--- config.mk ---
export PLATFORM = sky130hd
export DESIGN_NAME = positional_ordered_list
export DESIGN_NICKNAME = d
export VERILOG_FILES = /design/src/rtl/pol_pkg.sv /design/src/rtl/positional_ordered_list.sv /design/src/rtl/pol_ram.sv
export SDC_FILE = /design/constraint.sdc
export NUM_CORES = 2
export LEC_CHECK = 0
export ABC_CLOCK_PERIOD_IN_PS = 8100
export BUFFER_PORTS_ARGS = -buffer_cell sky130_fd_sc_hd__buf_4
export CELL_PAD_IN_SITES_DETAIL_PLACEMENT = 1
export CELL_PAD_IN_SITES_GLOBAL_PLACEMENT = 1
export CORE_ASPECT_RATIO = 0.9
export CORE_MARGIN = 3
export CORE_UTILIZATION = 52
export DETAILED_ROUTE_END_ITERATION = 8
export PLACE_DENSITY_LB_ADDON = 0.1
export RECOVER_POWER = 50
export SLEW_MARGIN = 40
export SYNTH_ARGS = -nofsm -noshare
export SYNTH_HDL_FRONTEND = slang
export SYNTH_SLANG_ARGS = --single-unit
--- constraint.sdc ---
create_clock -name clk_i -period 8.1 [get_ports clk_i]
set_input_delay 0.81 -clock clk_i [delete_from_list [all_inputs] [get_ports clk_i]]
set_output_delay 0.81 -clock clk_i [all_outputs]
set_load 0.01 [all_outputs]
--- src/rtl/pol_pkg.sv ---
// Shared types and codes for the positional ordered list.
// Request/result transaction structs, op codes and status codes; no dependencies.
`timescale 1ns / 1ps
`default_nettype none

package pol_pkg;

  // Request op codes (code 3 is unused and does nothing)
  localparam logic [1:0] OP_INSERT = 2'd0;
  localparam logic [1:0] OP_DELETE = 2'd1;
  localparam logic [1:0] OP_READ   = 2'd2;

  // Result status codes
  typedef enum logic [1:0] {
    ST_OK    = 2'd0,
    ST_FULL  = 2'd1,
    ST_EMPTY = 2'd2,
    ST_RANGE = 2'd3
  } status_e;

  // Request transaction
  typedef struct packed {
    logic [1:0]  op;
    logic [5:0]  position;
    logic [31:0] element;
  } in_t;

  // Result transaction
  typedef struct packed {
    logic [1:0]  status;
    logic [31:0] read_value;
    logic [5:0]  entry_count;
    logic [31:0] first_value;
    logic [31:0] last_value;
  } out_t;

endpackage

`default_nettype wire

--- src/rtl/positional_ordered_list.sv ---
// Top level of the positional ordered list: request sequencer, count and result register.
// Depends on pol_pkg (types, codes) and pol_ram (entry storage).
//
//  Port group   | Dir | Handshake                 | Payload
//  -------------+-----+---------------------------+-------------------------
//  request      | in  | in_valid_i / in_ready_o   | in_data_i  (pol_pkg::in_t)
//  result       | out | out_valid_o / out_ready_i | out_data_o (pol_pkg::out_t)
//
// One request at a time; in_ready_o is high only while the sequencer is idle.
// Insert and delete shift the entries past the position one by one; every request then
// reads head and tail before its result is loaded.
// The single RAM port pair moves one entry at a time (registered read, then write).
// A finished result sits in the output register while the next request is taken;
// the sequencer stalls only if a second result is ready before the first is taken.
// Reset clears count and control; entry contents are not cleared (never read unwritten).
`timescale 1ns / 1ps
`default_nettype none

module positional_ordered_list #(
  parameter int unsigned CAPACITY   = 32,
  parameter int unsigned DATA_WIDTH = 32
) (
  input  wire logic          clk_i,
  input  wire logic          rst_ni,
  input  wire logic          in_valid_i,
  output logic               in_ready_o,
  input  wire pol_pkg::in_t  in_data_i,
  output logic               out_valid_o,
  input  wire logic          out_ready_i,
  output pol_pkg::out_t      out_data_o
);

  localparam int unsigned AW = $clog2(CAPACITY);
  localparam int unsigned CW = $clog2(CAPACITY + 1);
  localparam int unsigned MW = (CW > 6) ? CW : 6;

  typedef enum logic [7:0] {
    S_IDLE     = 8'b0000_0001,
    S_READ     = 8'b0000_0010,
    S_SHIFT_RD = 8'b0000_0100,
    S_SHIFT_WR = 8'b0000_1000,
    S_PUT      = 8'b0001_0000,
    S_FIRST    = 8'b0010_0000,
    S_LAST     = 8'b0100_0000,
    S_TAIL     = 8'b1000_0000
  } state_e;

  state_e                  state_q, state_d;
  logic [1:0]              op_q, op_d;
  logic [AW-1:0]           pos_q, pos_d;
  logic [AW-1:0]           idx_q, idx_d;
  logic [DATA_WIDTH-1:0]   elem_q, elem_d;
  logic [CW-1:0]           count_q, count_d;
  pol_pkg::status_e        status_q, status_d;
  logic [DATA_WIDTH-1:0]   rdv_q, rdv_d;
  logic [DATA_WIDTH-1:0]   first_q, first_d;
  pol_pkg::out_t           out_q, out_d;
  logic                    out_valid_q, out_valid_d;

  // RAM port signals
  logic                    ram_we;
  logic [AW-1:0]           ram_waddr;
  logic [DATA_WIDTH-1:0]   ram_wdata;
  logic [AW-1:0]           ram_raddr;
  logic [DATA_WIDTH-1:0]   ram_rdata;

  // Request position and count in a common width for compares
  logic [MW-1:0]           pos_ext;
  logic [MW-1:0]           cnt_ext;
  logic [MW-1:0]           eff_pos;
  logic                    in_fire;
  logic                    out_free;

  assign pos_ext  = MW'(in_data_i.position);
  assign cnt_ext  = MW'(count_q);
  assign in_fire  = in_valid_i && (state_q == S_IDLE);
  assign out_free = !out_valid_q || out_ready_i;

  pol_ram #(
    .DEPTH (CAPACITY),
    .WIDTH (DATA_WIDTH)
  ) u_ram (
    .clk_i   (clk_i),
    .we_i    (ram_we),
    .waddr_i (ram_waddr),
    .wdata_i (ram_wdata),
    .raddr_i (ram_raddr),
    .rdata_o (ram_rdata)
  );

  // Sequencer and datapath next-state logic
  always_comb begin
    state_d     = state_q;
    op_d        = op_q;
    pos_d       = pos_q;
    idx_d       = idx_q;
    elem_d      = elem_q;
    count_d     = count_q;
    status_d    = status_q;
    rdv_d       = rdv_q;
    first_d     = first_q;
    out_d       = out_q;
    out_valid_d = out_valid_q && !out_ready_i;
    eff_pos     = '0;
    ram_we      = 1'b0;
    ram_waddr   = idx_q;
    ram_wdata   = ram_rdata;
    ram_raddr   = '0;

    case (state_q)
      S_IDLE: begin
        if (in_fire) begin
          op_d     = in_data_i.op;
          elem_d   = DATA_WIDTH'(in_data_i.element);
          rdv_d    = '0;
          first_d  = '0;
          status_d = pol_pkg::ST_OK;
          state_d  = S_FIRST;
          case (in_data_i.op)
            pol_pkg::OP_INSERT: begin
              if (count_q == CW'(CAPACITY)) begin
                status_d = pol_pkg::ST_FULL;
              end else begin
                eff_pos = (pos_ext > cnt_ext) ? cnt_ext : pos_ext;
                pos_d   = AW'(eff_pos);
                idx_d   = AW'(count_q);
                state_d = (eff_pos == cnt_ext) ? S_PUT : S_SHIFT_RD;
              end
            end
            pol_pkg::OP_DELETE: begin
              if (count_q == '0) begin
                status_d = pol_pkg::ST_EMPTY;
              end else begin
                eff_pos = (pos_ext >= cnt_ext) ? (cnt_ext - MW'(1)) : pos_ext;
                idx_d   = AW'(eff_pos);
                if ((eff_pos + MW'(1)) < cnt_ext) begin
                  state_d = S_SHIFT_RD;
                end else begin
                  count_d = count_q - CW'(1);
                end
              end
            end
            pol_pkg::OP_READ: begin
              if (pos_ext >= cnt_ext) begin
                status_d = pol_pkg::ST_RANGE;
              end else begin
                pos_d   = AW'(in_data_i.position);
                state_d = S_READ;
              end
            end
            default: begin
              // unused op: no change, report count and head/tail only
            end
          endcase
        end
      end

      S_READ: begin
        ram_raddr = pos_q;
        state_d   = S_FIRST;
      end

      // Fetch the neighbor that moves into slot idx
      S_SHIFT_RD: begin
        ram_raddr = (op_q == pol_pkg::OP_INSERT) ? (idx_q - AW'(1)) : (idx_q + AW'(1));
        state_d   = S_SHIFT_WR;
      end

      S_SHIFT_WR: begin
        ram_we    = 1'b1;
        ram_waddr = idx_q;
        ram_wdata = ram_rdata;
        if (op_q == pol_pkg::OP_INSERT) begin
          idx_d   = idx_q - AW'(1);
          state_d = ((idx_q - AW'(1)) == pos_q) ? S_PUT : S_SHIFT_RD;
        end else begin
          idx_d = idx_q + AW'(1);
          if ((CW'(idx_q) + CW'(2)) >= count_q) begin
            count_d = count_q - CW'(1);
            state_d = S_FIRST;
          end else begin
            state_d = S_SHIFT_RD;
          end
        end
      end

      S_PUT: begin
        ram_we    = 1'b1;
        ram_waddr = pos_q;
        ram_wdata = elem_q;
        count_d   = count_q + CW'(1);
        state_d   = S_FIRST;
      end

      // Capture read result (if any), fetch head
      S_FIRST: begin
        ram_raddr = '0;
        if ((op_q == pol_pkg::OP_READ) && (status_q == pol_pkg::ST_OK)) begin
          rdv_d = ram_rdata;
        end
        state_d = (count_q == '0) ? S_TAIL : S_LAST;
      end

      // Capture head, fetch tail
      S_LAST: begin
        ram_raddr = AW'(count_q - CW'(1));
        first_d   = ram_rdata;
        state_d   = S_TAIL;
      end

      // Tail read held until the result register frees up
      S_TAIL: begin
        ram_raddr = AW'(count_q - CW'(1));
        if (out_free) begin
          out_d.status      = status_q;
          out_d.read_value  = 32'(rdv_q);
          out_d.entry_count = 6'(count_q);
          out_d.first_value = 32'(first_q);
          out_d.last_value  = (count_q == '0) ? '0 : 32'(ram_rdata);
          out_valid_d       = 1'b1;
          state_d           = S_IDLE;
        end
      end

      default: begin
        state_d = S_IDLE;
      end
    endcase
  end

  // Control registers
  always_ff @(posedge clk_i or negedge rst_ni) begin
    if (!rst_ni) begin
      state_q     <= S_IDLE;
      count_q     <= '0;
      out_valid_q <= 1'b0;
      op_q        <= '0;
      status_q    <= pol_pkg::ST_OK;
    end else begin
      state_q     <= state_d;
      count_q     <= count_d;
      out_valid_q <= out_valid_d;
      op_q        <= op_d;
      status_q    <= status_d;
    end
  end

  // Payload registers
  always_ff @(posedge clk_i) begin
    pos_q   <= pos_d;
    idx_q   <= idx_d;
    elem_q  <= elem_d;
    rdv_q   <= rdv_d;
    first_q <= first_d;
    out_q   <= out_d;
  end

  assign in_ready_o  = (state_q == S_IDLE);
  assign out_valid_o = out_valid_q;
  assign out_data_o  = out_q;

endmodule

`default_nettype wire

--- src/rtl/pol_ram.sv ---
// Entry storage for the positional ordered list: one write port, one read port.
// Read data is registered; contents are undefined until written. No package use.
`timescale 1ns / 1ps
`default_nettype none

module pol_ram #(
  parameter int unsigned DEPTH = 32,
  parameter int unsigned WIDTH = 32
) (
  input  wire logic                     clk_i,
  input  wire logic                     we_i,
  input  wire logic [$clog2(DEPTH)-1:0] waddr_i,
  input  wire logic [WIDTH-1:0]         wdata_i,
  input  wire logic [$clog2(DEPTH)-1:0] raddr_i,
  output logic      [WIDTH-1:0]         rdata_o
);

  logic [WIDTH-1:0] mem_q [DEPTH];
  logic [WIDTH-1:0] rdata_q;

  // Write port
  always_ff @(posedge clk_i) begin
    if (we_i) begin
      mem_q[waddr_i] <= wdata_i;
    end
  end

  // Registered read port
  always_ff @(posedge clk_i) begin
    rdata_q <= mem_q[raddr_i];
  end

  assign rdata_o = rdata_q;

endmodule

`default_nettype wire

==> impl_metrics.toml <==
[clock_network]
cts_buffers = 132
cts_tree = "done"
clk_latency_ns = 0.76
cts.sinks = 1285
clk_pin_slew_ns = 0.07
cts_max_path_buffers = 3
cts_root_buf = "clkbuf_16"
cts.htree.levels = 4

[timing]
setup_tns_ns = 0
hold_viol = 0
fin_skew_ns = 0.03493
min_period_over_period_pct = 75.22
worst_pin_slew_ns = 2.951
slew_headroom_pct = -96.75
report.final.slew_viol_count = 280
setup_viol = 0
max_freq_mhz = 164.1
rsz0062_at_grt = "no"
finalCriticalPeriod_ns = 6.093

[grt]
grtUsageMet2_pct = 50.00
grtUsageMet3_pct = 6.680
grt_overflow = 0
grt_pass1_vias = 32170
grt_max_degree = 192
grt_pass1_wl_um = 223700
grt_usage_pct = 31.18
antenna_found_initial = 10
grt_use_met1_pct = 42.12
grt_busiest_layer = "met2"

[die]
start_util_pct = 52.70
dieArea_mm2 = 0.1001
io_pins = 150
die-width_um = 333.2
coreArea_mm2 = 0.09505
die_h_um = 300.4
rows = 107

[setup_path]
required_ns = 8.46
crit_fanout = 36
critical_path.cell_chain = "nor4_1 -> nand2_1 -> nor3b_1 -> clkbuf_1 -> nand3_1 -> o31ai_1 -> nand2_1 -> nor2_4 -> buf_4"
path_class = "flip-flop to flip-flop"
crit_path_top_delay_cell = "clkbuf_1"
arrival_ns = 6.45
critPathMostFrequentCell = "nand2_1"
critPathLaunchType = "flip-flop"
crit_path_end_kind = "flip-flop"
cpPeakStageDelay_ns = 1.71

[layout]
nFillCells = 8739
final_cell_area_mm2 = 0.05675
drive_above_1_share_pct = 9.733
nets = 3636
areaGrowthSynthToFinish_pct = 13.30

[synth]
synth-compound-area-share_pct = 6.517
synth_top_family_by_area = "simple AND/OR/NAND/NOR gates"
synthArstFlopShare_pct = 1.479
synth_top_cell_by_area = "edfxtp_1"
synth.top_cells.by_count = "edfxtp_1, nand2_1, a21oi_1, nand3_1, mux2i_1"
seq_area_frac_synth_pct = 76.21
synth_top_area_share_pct = 73.98
synth_edf_count = 1234
ys.flop_type = "edfxtp_1"
ys_seq_elements = 1285
synth_fa_ha_area_share_pct = 0.6495
yosysMostFrequentCell = "edfxtp_1"
yosysWarnings = 0
syn-num-nets = 3480
synthCells = 3410
syn_area_mm2 = 0.05009
synthTopCellsByArea = "edfxtp_1, nand2_1, mux2i_1, a21oi_1, nand3_1"
yosysUniqueCellTypes = 69
synthMuxAreaShare_pct = 2.888
syn-mean-instance-area_um2 = 14.69
synthSimpleGateAreaFrac_pct = 11.14
yosys.area_share.xor_xnor_pct = 0.5071

[drt]
vias_per_cell = 6.392
ant_nets = 0
drc = 0
drt_iter0_drc = 3702
routedWlPerCell_um = 31.90
first_pass_iters = 8
vias = 31460
wl_um = 157000

[power]
p_leak_nw = 18.65
worst_ir_drop_vdd_uv = 245.3
power_density_mw_per_mm2 = 327.1

[place]
hpwl_um = 87120
portBuffers = 149
place_congestion = 0.8393
placed_area_mm2 = 0.05292

[outcome]
violations = "capacitance limit, slew limit"
status = "finished, violations left"

[hold_path]
hp-class = "input port to flip-flop"

[job]
maxCapViolations = 8
## power by group
group / internal (mW) / switching (mW)
sequential: 8.73 / 0.474
clock: 3.49 / 2.58
combinational: 0.783 / 2.51
## cell families after synthesis
group | after synthesis
mux | 144
simple gates | 1227
compound gates | 476
xor+xnor | 29
buf+inv | 223
fa+ha+maj | 26
flops | 1285
## path summary, 6_finish.rpt
path | startpoint | endpoint | slack, ns | cells past startpoint
setup / recovery | state_q[6] | u_ram.mem_q[23][2] | 2.01 | 9
hold reg to reg | first_q[9] | out_data_o[41] | 0.42 | 0
min in group asynchronous | rst_ni | state_q[1] | 0.89 | 2
setup reg to reg | state_q[6] | u_ram.mem_q[23][2] | 2.01 | 9
hold / removal | in_data_i[24] | elem_q[24] | 0.25 | 1
max in group asynchronous | rst_ni | cnt_ext[2] | 6.46 | 2
## layer usage
layer | vias up | part of all wire, %
li1 | 13230 | -
met1 | 16400 | 40
met2 | 1513 | 48
met3 | 320 | 8.8
met4 | 6 | 3.7
met5 | - | 0.025
## flip-flops by register name (all words and copies together) (netlist names)
register       flops
u_ram.rdata_o     32
rdv_q             32
op_q               2
u_ram.mem_q     1024
cnt_ext            6
out_valid_o        1
first_q           32
idx_q              5
status_q           2
state_q            8
elem_q            32
pos_q              5
out_data_o       104
## through the flow
step | worst slack, ns | hold slack [ns] | utilization, % | total power, mW | instances
2_1_floorplan | 1.755 | 0.4003 | - | 11.06 | 3410
3_3_place_gp | 3.054 | 0.4006 | 55.40 | 12.38 | 4670
3_5_place_dp | 3.110 | 0.4061 | 55.67 | 12.63 | 4680
4_1_cts | 3.192 | 0.1895 | 60.21 | 18.66 | 4917
5_1_grt | 1.670 | 0.2301 | 59.70 | 19.26 | 4921
6_report | 2.007 | 0.2549 | 59.71 | 18.57 | 4922
## cell type report
class / count / area, um2 / share of cell area [%]
timing repair buffer: 227 / 1491 / 2.628
clock inverter: 63 / 724.4 / 1.276
antenna: 1 / 2.502 / 0.004409
tap: 1253 / 1568 / 2.762
clock buffer: 173 / 3578 / 6.305
sequential: 1285 / 38170 / 67.26
inverter: 18 / 67.56 / 0.1191
multi-input combinational: 1902 / 11150 / 19.64
## critical path, delay by kind of cell (launching register included)
family	cells	cell delay [ns]
DFF	1	0.43
buffers and inverters	2	2.36
and+or+nand+nor	6	2.62
AOI/OAI and AO/OA	1	0.20
## placed cells by master (no fill, tap or decap), types with 25 or more instances in the layout
cell | Yosys | final
nor2_4 | 1 | 28
a31oi_1 | 40 | 40
a32oi_1 | 37 | 37
nand4_1 | 71 | 71
buf_4 | 9 | 59
and2_0 | 0 | 48
nor2b_1 | 40 | 39
a21o_1 | 27 | 27
nand2_1 | 719 | 712
clkbuf_1 | 104 | 150
nand3_1 | 182 | 177
a21oi_1 | 182 | 182
dfxtp_1 | 32 | 32
ha_1 | 26 | 26
a221oi_1 | 89 | 89
mux2i_1 | 140 | 140
nor4_1 | 23 | 25
clkbuf_4 | 0 | 26
edfxtp_1 | 1234 | 1234
clkbuf_16 | 0 | 133
nor2_1 | 67 | 38
## timing repair
item                      4_1_cts  5_1_grt
hold endpoints to repair       18        0
gates resized for setup         0        0
hold buffers                    1        0
setup buffers                   0        0
(Power assumes the default switching activity.)
